### src/rtl/dq_pkg.sv
`timescale 1ns / 1ps
// ----------------------------------------------------------------------------
// dq_pkg: shared types and constants of the double-ended queue
// Command codes, controller states and the controller-to-datapath bundle.
// ----------------------------------------------------------------------------
package dq_pkg;

  localparam int unsigned DataW  = 32;
  localparam int unsigned CmdW   = 3;
  localparam int unsigned CountW = 5;

  localparam logic [DataW-1:0] EmptyValue = {DataW{1'b1}};

  typedef enum logic [CmdW-1:0] {
    CMD_QUERY      = 3'd0,
    CMD_PUSH_BACK  = 3'd1,
    CMD_PUSH_FRONT = 3'd2,
    CMD_POP_FRONT  = 3'd3,
    CMD_POP_BACK   = 3'd4
  } cmd_e;

  typedef enum logic [1:0] {
    S_IDLE,
    S_READ,
    S_LOAD
  } state_e;

  typedef struct packed {
    logic accept;      // item taken, update indices and store
    logic capture_rd;  // register the two slot reads
    logic load_out;    // move result into the output register
  } dq_ctrl_t;

endpackage

### src/rtl/dq_in_if.sv
`timescale 1ns / 1ps
// ----------------------------------------------------------------------------
// dq_in_if: command channel
// Valid/ready channel carrying one command item.
// ----------------------------------------------------------------------------
interface dq_in_if;
  logic        valid;
  logic        ready;
  logic [2:0]  cmd;
  logic [31:0] push_value;

  modport source (output valid, output cmd, output push_value, input ready);
  modport sink   (input valid, input cmd, input push_value, output ready);
endinterface

// ----------------------------------------------------------------------------
// dq_out_if: result channel
// Valid/ready channel carrying one result item.
// ----------------------------------------------------------------------------
interface dq_out_if;
  logic        valid;
  logic        ready;
  logic [31:0] front_value;
  logic [31:0] back_value;
  logic [4:0]  count;
  logic        is_empty;
  logic        is_full;
  logic        op_error;

  modport source (output valid, output front_value, output back_value, output count,
                  output is_empty, output is_full, output op_error, input ready);
  modport sink   (input valid, input front_value, input back_value, input count,
                  input is_empty, input is_full, input op_error, output ready);
endinterface

### src/rtl/dq_ctrl.sv
`timescale 1ns / 1ps
// ----------------------------------------------------------------------------
// dq_ctrl: sequencing of one command
// Accept, slot read, then hand-off into the output register.
// ----------------------------------------------------------------------------
module dq_ctrl (
  input  logic             clk_i,
  input  logic             rst_ni,
  input  logic             in_valid_i,
  output logic             in_ready_o,
  output logic             out_valid_o,
  input  logic             out_ready_i,
  output dq_pkg::dq_ctrl_t ctrl_o
);
  import dq_pkg::*;

  state_e state_q, state_d;
  logic   out_valid_q, out_valid_d;
  logic   out_free;

  assign out_free = !out_valid_q || out_ready_i;

  always_comb begin
    state_d = state_q;
    unique case (state_q)
      S_IDLE: if (in_valid_i) state_d = S_READ;
      S_READ: state_d = S_LOAD;
      S_LOAD: if (out_free) state_d = S_IDLE;
      default: state_d = S_IDLE;
    endcase
  end

  always_comb begin
    ctrl_o     = '0;
    in_ready_o = 1'b0;
    unique case (state_q)
      S_IDLE: begin
        in_ready_o    = 1'b1;
        ctrl_o.accept = in_valid_i;
      end
      S_READ: ctrl_o.capture_rd = 1'b1;
      S_LOAD: ctrl_o.load_out = out_free;
      default: ;
    endcase
  end

  always_comb begin
    out_valid_d = out_valid_q;
    if (ctrl_o.load_out) begin
      out_valid_d = 1'b1;
    end else if (out_ready_i) begin
      out_valid_d = 1'b0;
    end
  end

  always_ff @(posedge clk_i or negedge rst_ni) begin
    if (!rst_ni) begin
      state_q     <= S_IDLE;
      out_valid_q <= 1'b0;
    end else begin
      state_q     <= state_d;
      out_valid_q <= out_valid_d;
    end
  end

  assign out_valid_o = out_valid_q;

  a_accept_to_read: assert property (@(posedge clk_i) disable iff (!rst_ni)
    (in_valid_i && in_ready_o) |=> (state_q == S_READ))
    else $error("accepted item did not start slot read");

  a_read_to_load: assert property (@(posedge clk_i) disable iff (!rst_ni)
    (state_q == S_READ) |=> (state_q == S_LOAD))
    else $error("slot read not followed by load");

  a_load_sets_valid: assert property (@(posedge clk_i) disable iff (!rst_ni)
    ctrl_o.load_out |=> out_valid_q)
    else $error("result load lost");

endmodule

### src/rtl/dq_datapath.sv
`timescale 1ns / 1ps
// ----------------------------------------------------------------------------
// dq_datapath: ring store, indices, fill count and result register
// Two-read, one-write store; read data and result are registered.
// ----------------------------------------------------------------------------
module dq_datapath #(
  parameter int unsigned CAPACITY = 16
) (
  input  logic                      clk_i,
  input  logic                      rst_ni,
  input  dq_pkg::dq_ctrl_t          ctrl_i,
  input  logic [dq_pkg::CmdW-1:0]   cmd_i,
  input  logic [dq_pkg::DataW-1:0]  push_value_i,
  output logic [dq_pkg::DataW-1:0]  front_value_o,
  output logic [dq_pkg::DataW-1:0]  back_value_o,
  output logic [dq_pkg::CountW-1:0] count_o,
  output logic                      is_empty_o,
  output logic                      is_full_o,
  output logic                      op_error_o
);
  import dq_pkg::*;

  localparam int unsigned IdxW = (CAPACITY > 1) ? $clog2(CAPACITY) : 1;
  localparam int unsigned FillW = $clog2(CAPACITY + 1);
  localparam logic [IdxW-1:0]  LastIdx  = IdxW'(CAPACITY - 1);
  localparam logic [FillW-1:0] FullFill = FillW'(CAPACITY);

  function automatic logic [IdxW-1:0] idx_next(input logic [IdxW-1:0] i);
    return (i == LastIdx) ? '0 : i + 1'b1;
  endfunction

  function automatic logic [IdxW-1:0] idx_prev(input logic [IdxW-1:0] i);
    return (i == '0) ? LastIdx : i - 1'b1;
  endfunction

  logic [DataW-1:0] mem [CAPACITY];

  logic [IdxW-1:0]  front_q, front_d, back_q, back_d, wr_addr;
  logic [FillW-1:0] fill_q, fill_d;
  logic             wr_en, err_d, err_q;
  logic             full, empty;
  logic [DataW-1:0] rd_front_q, rd_back_q;
  logic [DataW-1:0] res_front_q, res_back_q;
  logic [CountW-1:0] res_count_q;
  logic             res_empty_q, res_full_q, res_err_q;

  assign full  = (fill_q == FullFill);
  assign empty = (fill_q == '0);

  always_comb begin
    front_d = front_q;
    back_d  = back_q;
    fill_d  = fill_q;
    wr_en   = 1'b0;
    wr_addr = back_q;
    err_d   = 1'b0;
    unique case (cmd_e'(cmd_i))
      CMD_PUSH_BACK: begin
        if (full) begin
          err_d = 1'b1;
        end else begin
          wr_en  = 1'b1;
          back_d = idx_next(back_q);
          fill_d = fill_q + 1'b1;
        end
      end
      CMD_PUSH_FRONT: begin
        if (full) begin
          err_d = 1'b1;
        end else begin
          wr_en   = 1'b1;
          wr_addr = idx_prev(front_q);
          front_d = idx_prev(front_q);
          fill_d  = fill_q + 1'b1;
        end
      end
      CMD_POP_FRONT: begin
        if (empty) begin
          err_d = 1'b1;
        end else begin
          front_d = idx_next(front_q);
          fill_d  = fill_q - 1'b1;
        end
      end
      CMD_POP_BACK: begin
        if (empty) begin
          err_d = 1'b1;
        end else begin
          back_d = idx_prev(back_q);
          fill_d = fill_q - 1'b1;
        end
      end
      default: ;  // query and unused codes
    endcase
  end

  always_ff @(posedge clk_i or negedge rst_ni) begin
    if (!rst_ni) begin
      front_q <= '0;
      back_q  <= '0;
      fill_q  <= '0;
    end else if (ctrl_i.accept) begin
      front_q <= front_d;
      back_q  <= back_d;
      fill_q  <= fill_d;
    end
  end

  always_ff @(posedge clk_i) begin
    if (ctrl_i.accept) begin
      err_q <= err_d;
    end
  end

  always_ff @(posedge clk_i) begin
    if (ctrl_i.accept && wr_en) begin
      mem[wr_addr] <= push_value_i;
    end
  end

  always_ff @(posedge clk_i) begin
    if (ctrl_i.capture_rd) begin
      rd_front_q <= mem[front_q];
      rd_back_q  <= mem[idx_prev(back_q)];
    end
  end

  // empty queue reports -1 at both ends
  always_ff @(posedge clk_i) begin
    if (ctrl_i.load_out) begin
      res_front_q <= empty ? EmptyValue : rd_front_q;
      res_back_q  <= empty ? EmptyValue : rd_back_q;
      res_count_q <= CountW'(fill_q);
      res_empty_q <= empty;
      res_full_q  <= full;
      res_err_q   <= err_q;
    end
  end

  assign front_value_o = res_front_q;
  assign back_value_o  = res_back_q;
  assign count_o       = res_count_q;
  assign is_empty_o    = res_empty_q;
  assign is_full_o     = res_full_q;
  assign op_error_o    = res_err_q;

  a_fill_bound: assert property (@(posedge clk_i) disable iff (!rst_ni)
    fill_q <= FullFill)
    else $error("fill count beyond capacity");

  a_error_keeps_state: assert property (@(posedge clk_i) disable iff (!rst_ni)
    (ctrl_i.accept && err_d) |=> (fill_q == $past(fill_q) && front_q == $past(front_q)
                                  && back_q == $past(back_q)))
    else $error("rejected command changed the queue");

endmodule

### src/rtl/double_ended_queue.sv
`timescale 1ns / 1ps
// ----------------------------------------------------------------------------
// double_ended_queue: bounded deque of signed 32-bit values
// Ring store with front/back indices and fill count, one result per command.
// ----------------------------------------------------------------------------
// Usage:
//   in_s  : command items (cmd, push_value). cmd 0 query, 1 push back,
//           2 push front, 3 pop front, 4 pop back; other codes act as query.
//   out_s : one result item per command: front/back value (-1 when empty),
//           count, is_empty, is_full and op_error (push on full or pop on
//           empty, in which case the queue is left unchanged).
//   Each command runs in order through accept and update, registered
//   read of the two end slots, load of the result register. No new
//   command is taken before the last one has loaded its result, but
//   the next command is taken while a result waits in the output
//   register; a stalled receiver holds the third step until the
//   output register frees up.
//   Reset empties the queue (indices and count cleared, no clearing pass);
//   slot contents are not reset and only live slots are reported.
// ----------------------------------------------------------------------------
module double_ended_queue #(
  parameter int unsigned CAPACITY = 16
) (
  input  logic     clk_i,
  input  logic     rst_ni,
  dq_in_if.sink    in_s,
  dq_out_if.source out_s
);
  import dq_pkg::*;

  dq_ctrl_t ctrl;

  dq_ctrl u_ctrl (
    .clk_i       (clk_i),
    .rst_ni      (rst_ni),
    .in_valid_i  (in_s.valid),
    .in_ready_o  (in_s.ready),
    .out_valid_o (out_s.valid),
    .out_ready_i (out_s.ready),
    .ctrl_o      (ctrl)
  );

  dq_datapath #(
    .CAPACITY (CAPACITY)
  ) u_datapath (
    .clk_i         (clk_i),
    .rst_ni        (rst_ni),
    .ctrl_i        (ctrl),
    .cmd_i         (in_s.cmd),
    .push_value_i  (in_s.push_value),
    .front_value_o (out_s.front_value),
    .back_value_o  (out_s.back_value),
    .count_o       (out_s.count),
    .is_empty_o    (out_s.is_empty),
    .is_full_o     (out_s.is_full),
    .op_error_o    (out_s.op_error)
  );

endmodule
### src/flat_wrapper.sv
// flat-port wrapper written by rule: the top's interface ports become plain ports
module double_ended_queue_flat import dq_pkg::*;
#(
  parameter int unsigned CAPACITY = 16
)
  (clk_i, rst_ni, in_s_valid, in_s_cmd, in_s_push_value, in_s_ready, out_s_valid, out_s_front_value, out_s_back_value, out_s_count, out_s_is_empty, out_s_is_full, out_s_op_error, out_s_ready);
  dq_in_if in_s_i ();
  dq_out_if out_s_i ();
  input  logic clk_i;
  input  logic rst_ni;
  input wire logic [$bits(in_s_i.valid)-1:0] in_s_valid;
  input wire logic [$bits(in_s_i.cmd)-1:0] in_s_cmd;
  input wire logic [$bits(in_s_i.push_value)-1:0] in_s_push_value;
  output wire logic [$bits(in_s_i.ready)-1:0] in_s_ready;
  output wire logic [$bits(out_s_i.valid)-1:0] out_s_valid;
  output wire logic [$bits(out_s_i.front_value)-1:0] out_s_front_value;
  output wire logic [$bits(out_s_i.back_value)-1:0] out_s_back_value;
  output wire logic [$bits(out_s_i.count)-1:0] out_s_count;
  output wire logic [$bits(out_s_i.is_empty)-1:0] out_s_is_empty;
  output wire logic [$bits(out_s_i.is_full)-1:0] out_s_is_full;
  output wire logic [$bits(out_s_i.op_error)-1:0] out_s_op_error;
  input wire logic [$bits(out_s_i.ready)-1:0] out_s_ready;
  assign in_s_i.valid = in_s_valid;
  assign in_s_i.cmd = in_s_cmd;
  assign in_s_i.push_value = in_s_push_value;
  assign in_s_ready = in_s_i.ready;
  assign out_s_valid = out_s_i.valid;
  assign out_s_front_value = out_s_i.front_value;
  assign out_s_back_value = out_s_i.back_value;
  assign out_s_count = out_s_i.count;
  assign out_s_is_empty = out_s_i.is_empty;
  assign out_s_is_full = out_s_i.is_full;
  assign out_s_op_error = out_s_i.op_error;
  assign out_s_i.ready = out_s_ready;
  double_ended_queue #(.CAPACITY(CAPACITY)) u_core (.clk_i(clk_i), .rst_ni(rst_ni), .in_s(in_s_i), .out_s(out_s_i));
endmodule
### config.mk
export PLATFORM = sky130hd
export DESIGN_NAME = double_ended_queue_flat
export DESIGN_NICKNAME = d
export VERILOG_FILES = /design/src/rtl/dq_pkg.sv /design/src/rtl/dq_in_if.sv /design/src/rtl/dq_ctrl.sv /design/src/rtl/dq_datapath.sv /design/src/rtl/double_ended_queue.sv /design/src/flat_wrapper.sv
export SDC_FILE = /design/constraint.sdc
export NUM_CORES = 1
export LEC_CHECK = 0
export BUFFER_PORTS_ARGS = -buffer_cell sky130_fd_sc_hd__buf_2
export CORE_ASPECT_RATIO = 0.8
export CORE_UTILIZATION = 40
export DETAILED_ROUTE_END_ITERATION = 6
export PLACE_DENSITY = 0.56
export SYNTH_ARGS = -nofsm -noshare
export SYNTH_HDL_FRONTEND = slang
export SYNTH_SLANG_ARGS = --single-unit
### constraint.sdc
create_clock -name clk_i -period 5.5 [get_ports clk_i]
set_clock_uncertainty 0.1 [all_clocks]
set_input_delay 1.1 -clock clk_i [delete_from_list [all_inputs] [get_ports clk_i]]
set_output_delay 1.1 -clock clk_i [all_outputs]
set_load 0.005 [all_outputs]
==> metrics.txt <==
master of the slowest instance on the critical path sky130_fd_sc_hd__dfrtp_4; minimum setup slack among reg-to-reg paths around 1.4 ns; highest ir drop seen on vdd ~0.00046 V; leading cell type in the layout, fill and taps excluded sky130_fd_sc_hd__edfxtp_1; H-tree depth 3; post-detailed-routing wire length 77130 µm; Clk Latency, worst-skew pair slightly above 0.6 ns; required time reported for the critical path endpoint ~5.7 ns; HPWL after detailed placement 45010 µm; metal1 wirelength between 30000 and 40000 µm; final routed wire length divided by cell count just under 30 µm; setup_tns 0 ns; Via-to-Cell Ratio between 6 and 7; Met3 Wirelength slightly above 5000 µm; clock period minus worst slack a little over 4 ns; initial antenna violation count 3; routed wl met2 36390 µm; clock input transition at the sequential cells of the worst setup and hold paths 0.06 ns; CTS tree yes; global-route wire length before repair about 110000 µm; Synthesized Nets around 1600; number of slew-limit violations in the final report 0; CTS Sinks roughly 670; total global routing overflow 0; synthesis warning total 0; All-Layer GR Usage between 20% and 30%; max-capacitance violation count 0; PD cells 572.2 nW/µm²; fraction of final layout cells with drive strength greater than 1 between 30% and 40%; leading cell types in the layout, fill and taps excluded sky130_fd_sc_hd__edfxtp_1, sky130_fd_sc_hd__mux4_2, sky130_fd_sc_hd__buf_2; CP peak stage delay between 1 and 1.5 ns; worst-path fanout max 41; vias in the first global route about 17000; fill count 6001; FP Rows just under 90; sequential fraction of the synthesis area 68.28%; number of inserted diodes 0; start-to-end type of the worst setup path reg -> reg; total DRC errors in the routed layout 0; mean area per synthesized cell about 19 µm²; total of hold buffers inserted after clock tree synthesis 0; initial cell density of the core between 40% and 50%; largest net degree at the start of global routing 95; number of enable-type register cells in the synthesized netlist approximately 650; timing-limited maximum frequency 244.4 MHz; post-synthesis cell type count a little under 70; Core Area between 70000 and 80000 µm²; total CTS buffers approximately 70; y dimension of the die between 200 and 250 µm; class of the most critical hold timing path in -> async; GPL Wtd Cong 0.7980; total power 19.17 mW; top layer in use met5; Max-Slew Margin vs Limit 19.32%; Post-synth ARST share 2.406%; outcome complete, no violations; area occupied by multi-input gates 8914 µm²; Hold Fails Final Rpt 0; overall die width approximately 300 µm; area enclosed by the die boundary 73910 µm²; setup violators final 0; post-route antenna net violation count 0; post-synthesis sequential element count 665; worst-margin pin slew approximately 1.2 ns; Final Cycle Share 74.39%; area delta synth->final 15.01%; storage element area 19900 µm²; Post-CTS Setup Bufs 0; Port Buf Inserts between 100 and 150; number of nets in the final layout around 1700; initial detailed-routing violation count around 1600; number of detailed-routing iterations run before antenna repair 7; CTS max path bufs 3; setup repair after global routing missed its margin false; Leakage Power around 11 nW; number of cells produced by synthesis ~1500; arrival time reported for the critical path endpoint ~4.3 ns; clock root cell sky130_fd_sc_hd__clkbuf_16; cells along the critical path inv_1 -> ha_1 -> o21ba_2 -> o31ai_1 -> or4_1 -> o22a_1 -> nor2_4 -> buf_4; via count of the routed design ~16000; most frequently used flop master after synthesis sky130_fd_sc_hd__edfxtp_1; number of placed I/O pins 113; Setup crit end kind register; type of element launching the critical path register; CTS resizes 0; synthesized area approximately 29000 µm²
==> critical path: cells and delay by family, from the launching register on <==
family | cells | cell delay [ns]
adders and majority gates | 1 | 0.29
AOI/OAI and AO/OA | 3 | 0.67
DFF | 1 | 1.01
buffers and inverters | 2 | 0.50
and+or+nand+nor | 2 | 1.18
==> worst paths after layout <==
path / startpoint / end / cells past startpoint
min: rst_ni / u_core.u_datapath.front_q[2] / 1
max: u_core.u_datapath.front_q[1] / u_core.u_datapath.mem[6][30] / 8
max in group asynchronous: rst_ni / u_core.u_datapath.front_q[0] / 1
min reg2reg: u_core.u_datapath.err_q / u_core.u_datapath.op_error_o / 0
max reg2reg: u_core.u_datapath.front_q[1] / u_core.u_datapath.mem[6][30] / 8
min in group clk_i: u_core.u_datapath.err_q / u_core.u_datapath.op_error_o / 0
==> per-stage QoR <==
| stage | cell area, µm² | setup WS (ns) | utilization [%] | instances | hold WS, ns |
|---|---|---|---|---|---|
| after floorplan | 29130 | 0.4543 | - | 1529 | 0.3003 |
| after global placement | 31080 | 1.335 | 43.10 | 2532 | 0.3068 |
| after detailed placement | 31080 | 1.352 | 43.10 | 2532 | 0.3250 |
| after CTS | 33500 | 1.325 | 46.45 | 2657 | 0.2919 |
| after global routing | 33500 | 1.192 | 46.45 | 2657 | 0.3272 |
| final | 33500 | 1.409 | 46.45 | 2657 | 0.3149 |
==> state kept, by name (all words and copies together) (netlist names), 2 cells and up <==
| register | count |
|---|---|
| u_core.u_ctrl.state_q | 2 |
| u_core.u_datapath.back_value_o | 32 |
| u_core.u_datapath.rd_back_q | 32 |
| u_core.u_datapath.front_q | 4 |
| u_core.u_datapath.rd_front_q | 32 |
| u_core.u_datapath.mem | 512 |
| u_core.u_datapath.back_q | 4 |
| u_core.u_datapath.fill_q | 5 |
| u_core.u_datapath.count_o | 5 |
| u_core.u_datapath.front_value_o | 32 |
==> cells by family (layout without fill, tap and decap cells) <==
kind of cell | Yosys count | count (layout) | share of synthesized area [%]
mux | 258 | 258 | 19.11
compound gates | 211 | 211 | 5.412
buf+inv | 122 | 305 | 1.795
fa+ha+maj | 8 | 8 | 0.3694
flops | 665 | 665 | 68.28
xor+xnor | 15 | 15 | 0.4768
simple gates | 250 | 250 | 4.553
==> metal layers <==
metal  vias to the layer above  global-route usage, %
met5                         -                      0
met4                         4                  6.241
met3                       127                  3.375
met2                       641                  33.57
met1                      8639                  30.00
li1                       6724                      -
==> cell type report <==
class	instances	area share [%]
Clock buffer	85	5.651
Clock inverter	40	1.561
Inverter	16	0.1867
Multi-Input combinational cell	742	26.61
Sequential cell	665	59.40
Tap cell	945	3.530
Timing Repair Buffer	164	3.063
==> where the power goes <==
| group | internal, mW | switching, mW |
|---|---|---|
| Combinational | 3.26 | 4.16 |
| Sequential | 6.33 | 0.397 |
| Clock | 3.03 | 1.99 |
| Total | 12.6 | 6.55 |
==> Yosys cell counts (4+ instances only) <==
cell type,instances,area share [%]
sky130_fd_sc_hd__edfxtp_1,649,67
sky130_fd_sc_hd__mux4_2,238,18
sky130_fd_sc_hd__clkbuf_1,64,0.82
sky130_fd_sc_hd__or2_2,64,1.4
sky130_fd_sc_hd__nand2_1,54,0.70
sky130_fd_sc_hd__nand3_1,50,0.86
sky130_fd_sc_hd__a22o_1,42,1.3
sky130_fd_sc_hd__a22oi_1,35,0.90
sky130_fd_sc_hd__o21ai_0,32,0.55
sky130_fd_sc_hd__nor2_1,28,0.36
sky130_fd_sc_hd__buf_2,25,0.43
sky130_fd_sc_hd__a21oi_1,17,0.29
sky130_fd_sc_hd__dfrtp_1,16,1.4
sky130_fd_sc_hd__inv_1,15,0.19
sky130_fd_sc_hd__mux2i_1,15,0.52
sky130_fd_sc_hd__buf_1,12,0.15
sky130_fd_sc_hd__xnor2_1,11,0.33
sky130_fd_sc_hd__a31oi_1,9,0.19
sky130_fd_sc_hd__nor3_1,8,0.14
sky130_fd_sc_hd__ha_1,7,0.30
sky130_fd_sc_hd__nor2b_1,7,0.15
sky130_fd_sc_hd__o211ai_1,7,0.18
sky130_fd_sc_hd__a211oi_1,6,0.15
sky130_fd_sc_hd__a221oi_1,6,0.18
sky130_fd_sc_hd__a311oi_1,6,0.18
sky130_fd_sc_hd__and3_1,6,0.13
sky130_fd_sc_hd__nand2b_1,6,0.13
sky130_fd_sc_hd__o2111ai_1,6,0.18
sky130_fd_sc_hd__o22a_1,6,0.18
sky130_fd_sc_hd__a21o_1,5,0.13
sky130_fd_sc_hd__and2_1,5,0.11
sky130_fd_sc_hd__mux2_2,5,0.19
sky130_fd_sc_hd__nand4_1,5,0.11
sky130_fd_sc_hd__or4_1,5,0.13
sky130_fd_sc_hd__buf_6,4,0.15
sky130_fd_sc_hd__o31ai_1,4,0.10
Note: power is estimated with default switching activity, not from simulation.
